--- config.mk ---
export PLATFORM = sky130hd
export DESIGN_NAME = gpc_ctrl
export DESIGN_NICKNAME = d
export VERILOG_FILES = /design/src/hdl/gpc_pkg.sv /design/src/hdl/gpc_ctrl.sv
export SDC_FILE = /design/constraint.sdc
export NUM_CORES = 1
export LEC_CHECK = 0
export ABC_AREA = 1
export BUFFER_PORTS_ARGS = -buffer_cell sky130_fd_sc_hd__buf_4
export CAP_MARGIN = 10
export CORE_AREA = 2 2 39 41
export DETAILED_ROUTE_END_ITERATION = 10
export DIE_AREA = 0 0 41 43
export MAX_ROUTING_LAYER = met4
export PLACE_DENSITY_LB_ADDON = 0.05
export SLEW_MARGIN = 10
export SYNTH_ARGS = -nofsm -noshare
export SYNTH_HDL_FRONTEND = slang
export SYNTH_SLANG_ARGS = --single-unit
--- constraint.sdc ---
create_clock -name clk -period 0.9 [get_ports clk]
set_clock_uncertainty 0.1 [all_clocks]
set_input_delay 0.225 -clock clk [delete_from_list [all_inputs] [get_ports clk]]
set_output_delay 0.225 -clock clk [all_outputs]
set_load 0.005 [all_outputs]
--- src/hdl/gpc_pkg.sv ---
`default_nettype none

package gpc_pkg;

  localparam int DIM_WIDTH   = 8;
  localparam int PATHS_WIDTH = 32;

  typedef struct packed {
    logic [DIM_WIDTH-1:0] rows;
    logic [DIM_WIDTH-1:0] cols;
  } gpc_in_t;

  typedef struct packed {
    logic [PATHS_WIDTH-1:0] paths;
    logic                   saturated;
  } gpc_out_t;

  typedef struct packed {
    logic start;
    logic step;
    logic load_out;
  } gpc_cmd_t;

  typedef struct packed {
    logic empty;
    logic last_cell;
  } gpc_status_t;

endpackage

`default_nettype wire

--- src/hdl/gpc_ctrl.sv ---
`default_nettype none

module gpc_ctrl (
  input  wire logic                 clk,
  input  wire logic                 rst_n,
  input  wire logic                 in_valid,
  output logic                      in_ready,
  output logic                      out_valid,
  input  wire logic                 out_ready,
  input  wire gpc_pkg::gpc_status_t status,
  output gpc_pkg::gpc_cmd_t         cmd
);

  typedef enum logic [1:0] {
    ST_IDLE,
    ST_RUN,
    ST_FINISH
  } state_t;

  state_t state_r;
  logic   out_valid_r;

  assign in_ready     = (state_r == ST_IDLE);
  assign out_valid    = out_valid_r;
  assign cmd.start    = in_valid && (state_r == ST_IDLE);
  assign cmd.step     = (state_r == ST_RUN);
  assign cmd.load_out = (state_r == ST_FINISH) && (!out_valid_r || out_ready);

  always_ff @(posedge clk) begin
    if (!rst_n) begin
      state_r     <= ST_IDLE;
      out_valid_r <= 1'b0;
    end else begin
      unique case (state_r)
        ST_IDLE: begin
          if (cmd.start) begin
            state_r <= status.empty ? ST_FINISH : ST_RUN;
          end
        end
        ST_RUN: begin
          if (status.last_cell) begin
            state_r <= ST_FINISH;
          end
        end
        ST_FINISH: begin
          if (cmd.load_out) begin
            state_r <= ST_IDLE;
          end
        end
        default: begin
          state_r <= ST_IDLE;
        end
      endcase

      if (cmd.load_out) begin
        out_valid_r <= 1'b1;
      end else if (out_ready) begin
        out_valid_r <= 1'b0;
      end
    end
  end

endmodule

`default_nettype wire

==> results of run 1 <==
placed cells by master, fill, tap and decap left out:
| cell | count |
|---|---|
| nand3_2 | 2 |
| buf_4 | 11 |
| inv_6 | 1 |
| nand2_1 | 3 |
| o21a_1 | 1 |
| dfxtp_4 | 2 |
| nand2_2 | 1 |
| clkbuf_4 | 3 |
| inv_2 | 2 |
| clkinv_1 | 1 |
| nor2_4 | 3 |
| nor3_2 | 2 |
| inv_1 | 3 |
| clkbuf_1 | 1 |
| buf_6 | 5 |
| a21oi_2 | 2 |
| dfxtp_2 | 1 |
| nand2_4 | 2 |
| nand3_1 | 1 |
per-stage QoR:
stage | cells | hold WS (ns)
after floorplan | 27 | 0.239
after global placement | 54 | 0.353
after detailed placement | 54 | 0.356
after CTS | 63 | 0.111
after global routing | 63 | 0.120
final | 63 | 0.119
worst max-delay path, cell delays in order, from the launching register on:
cell	delay [ns]
dfxtp_2	0.31
inv_2	0.06
nor2_4	0.04
nor3_2	0.16
buf_4	0.13
metal layers:
| metal | vias to the layer above | GRT usage, % | wire (µm) |
|---|---|---|---|
| met2 | 9 | 13.4 | 333 |
| met5 | - | - | 0 |
| met1 | 112 | 8.60 | 207 |
| met4 | 0 | 12.0 | 22 |
| li1 | 122 | - | - |
| met3 | 2 | 0 | 35 |
worst paths after layout:
| path | from | endpoint | slack [ns] | cells after the start |
|---|---|---|---|---|
| worst max-delay path | out_valid | cmd[0] | -0.35 | 4 |
| worst min-delay path | rst_n | out_valid | 0.12 | 2 |
| worst max register to register | state_r[1] | state_r[0] | -0.15 | 6 |
| worst min register to register | state_r[0] | state_r[0] | 0.51 | 2 |
state kept, by name (all words and copies together) (netlist names):
name       cells
out_valid      1
state_r        2
layout make-up:
type / count / area, µm²
Sequential cell: 3 / 68.8
Tap cell: 16 / 20.0
Timing Repair Buffer: 16 / 139
Clock buffer: 4 / 26.3
Multi-Input combinational cell: 17 / 144
Fill cell: 156 / 955
Inverter: 7 / 31.3
timing repair:
item	CTS	global route
pin swaps	8	4
endpoints found under the setup margin	7	8
buffers inserted	5	1
resized for setup	18	3
Yosys cell counts, drive strengths merged:
cell,instances
inv,6
nand2,6
dfxtp,3
nand3,3
nor2,3
a21oi,2
nor3,2
clkinv,1
o21a,1
power groups by stage:
stage	Sequential (mW)	Combinational [mW]	Clock, mW
floorplan	0.159	0.0656	0
global placement	0.162	0.127	0
detailed placement	0.161	0.126	0
CTS	0.164	0.192	0.259
global route	0.168	0.212	0.265
finish	0.166	0.196	0.243
logic make-up (layout without fill, tap and decap cells):
family | after synthesis | in the layout | share of synthesized area, %
flip-flops | 3 | 3 | 32.4
buffers and inverters | 7 | 27 | 14.2
AO/OA/AOI/OAI | 3 | 3 | 13.5
AND/OR/NAND/NOR | 14 | 14 | 39.9
==> impl_metrics.toml, run 1 <==
[synthesis]
syn-instance-count = 27
yosysWarningCount = 0
synth_top_cell_by_area = "dfxtp_1"
synth.area.top_cells = "dfxtp_1 (32%), inv_1 (10%), a21oi_2 (9.5%)"
synth_area_per_cell_um2 = 6.86
synth_seq_cells = 3
synth_fp_nets = 33
ys_types = 13
synth_seq_area_share_pct = 32.4
netlist_area_um2 = 185
yosysTopAreaCellShare_pct = 32.4

[timing]
post-route-period-util_pct = 139
rsz0062_at_grt = "true"
setup_viol = 8
slew_headroom_pct = 90.8
period_minus_slack_ns = 1.25
worstMarginPinSlew_ns = 0.138
drv_slew = 0
timing.fmax_ghz = 0.798
finalSetupTns_ns = -1.71
fin_ws_ns = -0.354
hold_violations = 0

[floorplan]
die_w_um = 41
rows = 14
io_pins = 11
die_y_um = 43
start_util_pct = 13.4
die-area_mm2 = 0.00176
core_mm2 = 0.00138

[pwr]
p_total_uw = 606
ir_drop_uv = 316
cellPowerDensity_mw_per_mm2 = 1410
p_clk_share_pct = 40.2
p_int_uw = 427
switchingPower_uw = 179
p_sw_share_pct = 29.6
seqPwrFrac_pct = 27.5
pwr-share-comb_pct = 32.3
p_leak_nw = 0.210

[cts]
cts_tree = "yes"
insertion_delay_ns = 0.24
cts_sinks = 3
cts_max_level = 1
clockBufferDepth = 2
cts_made_buffers = 3
hold_buffers = 0
cts_root_buffer = "clkbuf_4"
cts.clk_slew.worst_paths_ns = 0.04

[placement]
port_buffers = 10
globalplace.congestion = 0.677
preCtsSetupSlack_ns = -0.134
place_area_um2 = 298
dp_hpwl_um = 381

[status]
status = "finished with violations"
failed_checks = "negative setup slack"

[detailed_routing]
drtIter0Drc = 0
num_vias = 245
finalWirelength_um = 598
drc = 0
avgViaCountPerCell = 3.89
route.antenna.remaining_nets = 0
wl_per_cell_um = 9.49
drtPass1Iterations = 1

[layout]
area_growth_pct = 132
layout-drive-gt1-share_pct = 78.7
antennaDiodeCount = 0
postLayoutCellArea_um2 = 429
utilization_pct = 31.0
nets = 54

[setup_path]
crit_type = "reg2out"
end_kind = "primary output"
worstPathRequired_ns = 0.57
cp-start-kind = "register"
cp_data_arrival_time_ns = 0.93
critPathMaxFanout = 2

[grt]
grt_pass1_wl_um = 945
gr-total-overflow = 0
grt_max_degree = 7
gr-usage-all-layers_pct = 9.03
grt_pass1_vias = 267
grt_antenna_before_repair = 0

[flow_run]
cap_violations = 0

[hold_path]
hold_class = "in2reg"
No activity file was read; power rests on OpenSTA's default activity.
==> run 2: changes to the inputs <==
==> constraint.sdc (replaced) <==
create_clock -name clk -period 0.9 [get_ports clk]
set_clock_uncertainty 0.1 [all_clocks]
set_input_delay 0 -clock clk [delete_from_list [all_inputs] [get_ports clk]]
set_output_delay 0 -clock clk [all_outputs]
set_load 0.005 [all_outputs]
==> run 2 against run 1 <==
The run still ends with negative setup slack left. Wire length is 11% lower. Global-route usage is 1.9 points lower. Worst hold slack worse by 0.12 ns. Combinational power is 5% lower. Die area stayed put. Design area is 2.6% higher. Sequential power hardly changed. Fmax is 17% higher. Total power is 3.5% lower. Sequential cell count stayed put. Count of clock-buffer cells in the layout stayed put.
==> impl_metrics.toml, run 2 (synthesis results as in run 1) <==
[layout]
final_cell_mix = "buf_4 (13), inv_1 (4), buf_6 (4)"
layout-drive-gt1-share_pct = 72.0
postLayoutCellArea_um2 = 440
area_growth_pct = 138
largest_register = "state_r"
antennaDiodeCount = 0
largest_reg_flops = 2
fin_cells = 66
layout_commonest_cell = "buf_4"
nets = 57

[detailed_routing]
num_vias = 244
drc = 0
finalWirelength_um = 535
drtPass1Iterations = 1
route.antenna.remaining_nets = 0
drtIter0Drc = 0
wl_per_cell_um = 8.11
avgViaCountPerCell = 3.70

[timing]
post-route-period-util_pct = 119
fin_ws_ns = -0.172
period_minus_slack_ns = 1.07
rsz0062_at_grt = "true"
setup_viol = 7
drv_slew = 0
hold_ws_ns = 0.00242
slew_headroom_pct = 89.8
worstMarginPinSlew_ns = 0.151
timing.fmax_ghz = 0.933
hold_violations = 0
finalSetupTns_ns = -0.930

[floorplan]
die_y_um = 43
die_w_um = 41
io_pins = 11
rows = 14
die-area_mm2 = 0.00176
start_util_pct = 13.4
core_mm2 = 0.00138

[pwr]
ir_drop_uv = 296
p_leak_nw = 0.225
cellPowerDensity_mw_per_mm2 = 1330

[cts]
cts_tree = "yes"
cts_made_buffers = 3
insertion_delay_ns = 0.23
cts_root_buffer = "clkbuf_4"
clockBufferDepth = 2
cts_max_level = 1
cts.clk_slew.worst_paths_ns = 0.04
cts_sinks = 3

[setup_path]
r2r-end = "state_r[1]"
worstPathRequired_ns = 0.80
critPathMaxFanout = 4
cp-start-kind = "register"
regToRegSetupSlack_ns = -0.15
crit_type = "reg2out"
reg2reg_depth = 5
end_kind = "primary output"
r2r-start = "state_r[1]"
cp_data_arrival_time_ns = 0.97

[placement]
place_area_um2 = 307
dp_hpwl_um = 382
globalplace.congestion = 0.735
port_buffers = 10
dp_cells = 56

[hold_path]
min_to = "state_r[0]"
hold_class = "in2reg"
hold_path_depth = 4
holdCritStartpoint = "status[0]"

[grt]
grt_pass1_vias = 226
gr-total-overflow = 0
grt_pass1_wl_um = 772
grt_max_degree = 7
gr-usage-all-layers_pct = 7.08
grt_antenna_before_repair = 0

[status]
failed_checks = "negative setup slack"
status = "finished with violations"

[flow_run]
cap_violations = 0
-- run 2: layout make-up --
| cell class | count | area [µm²] |
|---|---|---|
| clock buffer | 4 | 26.3 |
| fill | 152 | 943 |
| inverter | 7 | 28.8 |
| multi-input combinational | 17 | 134 |
| sequential | 3 | 68.8 |
| tap | 16 | 20.0 |
| timing repair buffer | 19 | 163 |
-- run 2: worst max path at each step --
| stage | from | endpoint | cells after the start |
|---|---|---|---|
| floorplan | state_r[0] | state_r[0] | 4 |
| global placement | state_r[0] | state_r[1] | 4 |
| detailed placement | state_r[0] | state_r[1] | 4 |
| CTS | state_r[1] | cmd[1] | 5 |
| global route | state_r[1] | state_r[1] | 5 |
| finish | state_r[1] | cmd[1] | 5 |
-- run 2: stage by stage --
| step | worst slack [ns] | total power, mW | util (%) |
|---|---|---|---|
| floorplan | 0.00176 | 0.221 | - |
| global placement | -0.102 | 0.298 | 22.2 |
| detailed placement | -0.0791 | 0.296 | 22.2 |
| CTS | -0.192 | 0.564 | 28.2 |
| global route | -0.230 | 0.630 | 31.8 |
| finish | -0.172 | 0.585 | 31.8 |
-- run 2: critical path, cell delays in order (launching register included) --
cell,delay (ns)
dfxtp_4,0.36
inv_4,0.07
nand2_2,0.05
buf_4,0.12
inv_1,0.04
buf_4,0.09
-- run 2: power breakdown --
| group | total [mW] | switching, mW | internal [mW] |
|---|---|---|---|
| clock | 0.234 | 0.0677 | 0.166 |
| sequential | 0.164 | 0.0192 | 0.145 |
| combinational | 0.187 | 0.0736 | 0.114 |
-- run 2: repair_timing --
item / CTS / global route
resized for setup: 8 / 9
endpoints found under the setup margin: 7 / 7
hold endpoints to repair: 3 / 0
hold buffers: 2 / 0
pin swaps: 3 / 1
setup buffers: 2 / 2
-- run 2: layer usage --
| metal | vias to the layer above | part of all wire (%) | global-route usage (%) |
|---|---|---|---|
| met2 | 6 | 54 | 9.06 |
| met3 | 0 | 3.6 | 1.57 |
| li1 | 127 | - | - |
| met4 | 0 | 0 | 10.0 |
| met1 | 111 | 42 | 7.01 |
| met5 | - | 0 | - |
==> run 3: changes to the inputs <==
REMOVE_ABC_BUFFERS = 1   (was default)
==> run 3 against run 2 <==
Largest power group unchanged. Combinational power up 28%. Global-route usage up 3.7 points. Design area up 11%. Critical path depth unchanged. Sequential cell count unchanged. Wire length up 30%. Sequential share of layout area down 1.5 points. Cell count up 4.5%. The flow finishes with violations (negative hold slack, negative setup slack). Sequential power about the same. Count of clock-buffer cells in the layout unchanged.
==> impl_metrics.toml, run 3 (synthesis results as in run 1) <==
[status]
status = "finished with violations"
failed_checks = "negative hold slack, negative setup slack"

[cts]
cts.clk_slew.worst_paths_ns = 0.04
cts_root_buffer = "clkbuf_4"
cts_tree = "yes"
clockBufferDepth = 2
insertion_delay_ns = 0.24
cts_max_level = 1
cts_made_buffers = 3
hold_buffers = 2
cts_sinks = 3

[layout]
layout_commonest_cell = "buf_4"
area_growth_pct = 163
layout-drive-gt1-share_pct = 81.1
largest_register = "state_r"
antennaDiodeCount = 0
utilization_pct = 35.2
postLayoutCellArea_um2 = 487
largest_reg_flops = 2
final_cell_mix = "buf_4 (13), buf_6 (7), inv_1 (3), nand3_2 (3), clkbuf_4 (3)"
nets = 60

[pwr]
p_int_uw = 456
p_sw_share_pct = 29.8
cellPowerDensity_mw_per_mm2 = 1340
ir_drop_uv = 435
pwr-share-comb_pct = 36.7
p_clk_share_pct = 38.4
seqPwrFrac_pct = 25.0
p_total_uw = 650
p_leak_nw = 0.246
switchingPower_uw = 194

[placement]
dp_hpwl_um = 429
port_buffers = 10
preCtsSetupSlack_ns = -0.101
globalplace.congestion = 0.750
place_area_um2 = 310

[flow_run]
cap_violations = 0

[setup_path]
cp-start-kind = "register"
cp_data_arrival_time_ns = 0.98
critPathMaxFanout = 2
end_kind = "primary output"
crit_type = "reg2out"
reg2reg_depth = 5
worstPathRequired_ns = 0.80

[detailed_routing]
finalWirelength_um = 698
drtIter0Drc = 3
wl_per_cell_um = 10.1
num_vias = 268
drc = 0
avgViaCountPerCell = 3.88
drtPass1Iterations = 2
route.antenna.remaining_nets = 0

[timing]
slew_headroom_pct = 91.9
post-route-period-util_pct = 120
worstMarginPinSlew_ns = 0.121
setup_viol = 7
timing.fmax_ghz = 0.927
drv_slew = 0
finalSetupTns_ns = -0.917
period_minus_slack_ns = 1.08
hold_violations = 1
rsz0062_at_grt = "true"
hold_ws_ns = -0.0231
fin_ws_ns = -0.179

[hold_path]
hold_path_depth = 4
hold_class = "in2reg"

[grt]
grt_pass1_vias = 294
grt_max_degree = 6
grt_antenna_before_repair = 0
gr-total-overflow = 0
gr-usage-all-layers_pct = 10.8
grt_pass1_wl_um = 1090

[floorplan]
die_w_um = 41
start_util_pct = 13.4
rows = 14
die_y_um = 43
die-area_mm2 = 0.00176
io_pins = 11
core_mm2 = 0.00138
## run 3: repair_timing
| item | 4_1_cts | 5_1_grt |
|---|---|---|
| gates cloned | 0 | 0 |
| setup buffers | 7 | 0 |
| setup endpoints to repair | 7 | 7 |
| gates resized for setup | 24 | 2 |
| pin swaps | 5 | 3 |
| endpoints found under the hold margin | 3 | 1 |
## run 3: power by group through the flow
stage / sequential, mW / clock, mW / combinational (mW)
4_1_cts: 0.163 / 0.259 / 0.230
3_5_place_dp: 0.159 / 0 / 0.141
5_1_grt: 0.164 / 0.275 / 0.259
2_1_floorplan: 0.156 / 0 / 0.0625
6_report: 0.162 / 0.249 / 0.239
3_3_place_gp: 0.159 / 0 / 0.145
## run 3: layout make-up
class | instances | area [µm²]
multi-input combinational | 17 | 146
fill | 159 | 897
tap | 16 | 20.0
timing repair buffer | 22 | 196
sequential | 3 | 68.8
inverter | 7 | 28.8
clock buffer | 4 | 26.3
## run 3: worst max-delay path, cell delays in order (launching register included)
cell and delay [ns]:
dfxtp_2 0.32, inv_2 0.03, nor2_2 0.11, buf_4 0.12, nor3_2 0.03, buf_4 0.13
## run 3: final timing paths
kind / start / endpoint / slack [ns]
worst min-delay path: status[0] / state_r[0] / -0.02
worst max-delay path: out_valid / cmd[0] / -0.18
worst min register to register: out_valid / state_r[1] / 0.54
worst max register to register: state_r[0] / state_r[0] / -0.13
## run 3: routing by layer
metal / global-route usage (%) / share of wire, % / vias up
li1: - / - / 134
met1: 8.95 / 33 / 114
met2: 14.1 / 51 / 14
met3: 5.24 / 7.7 / 6
met4: 14.7 / 8.2 / 0
met5: - / 0 / -
## run 3: per-stage QoR
stage               cells  hold slack, ns
floorplan              27         -0.0128
global route           69        0.000346
detailed placement     57           0.160
finish                 69         -0.0231
global placement       57           0.159
CTS                    70         -0.0640
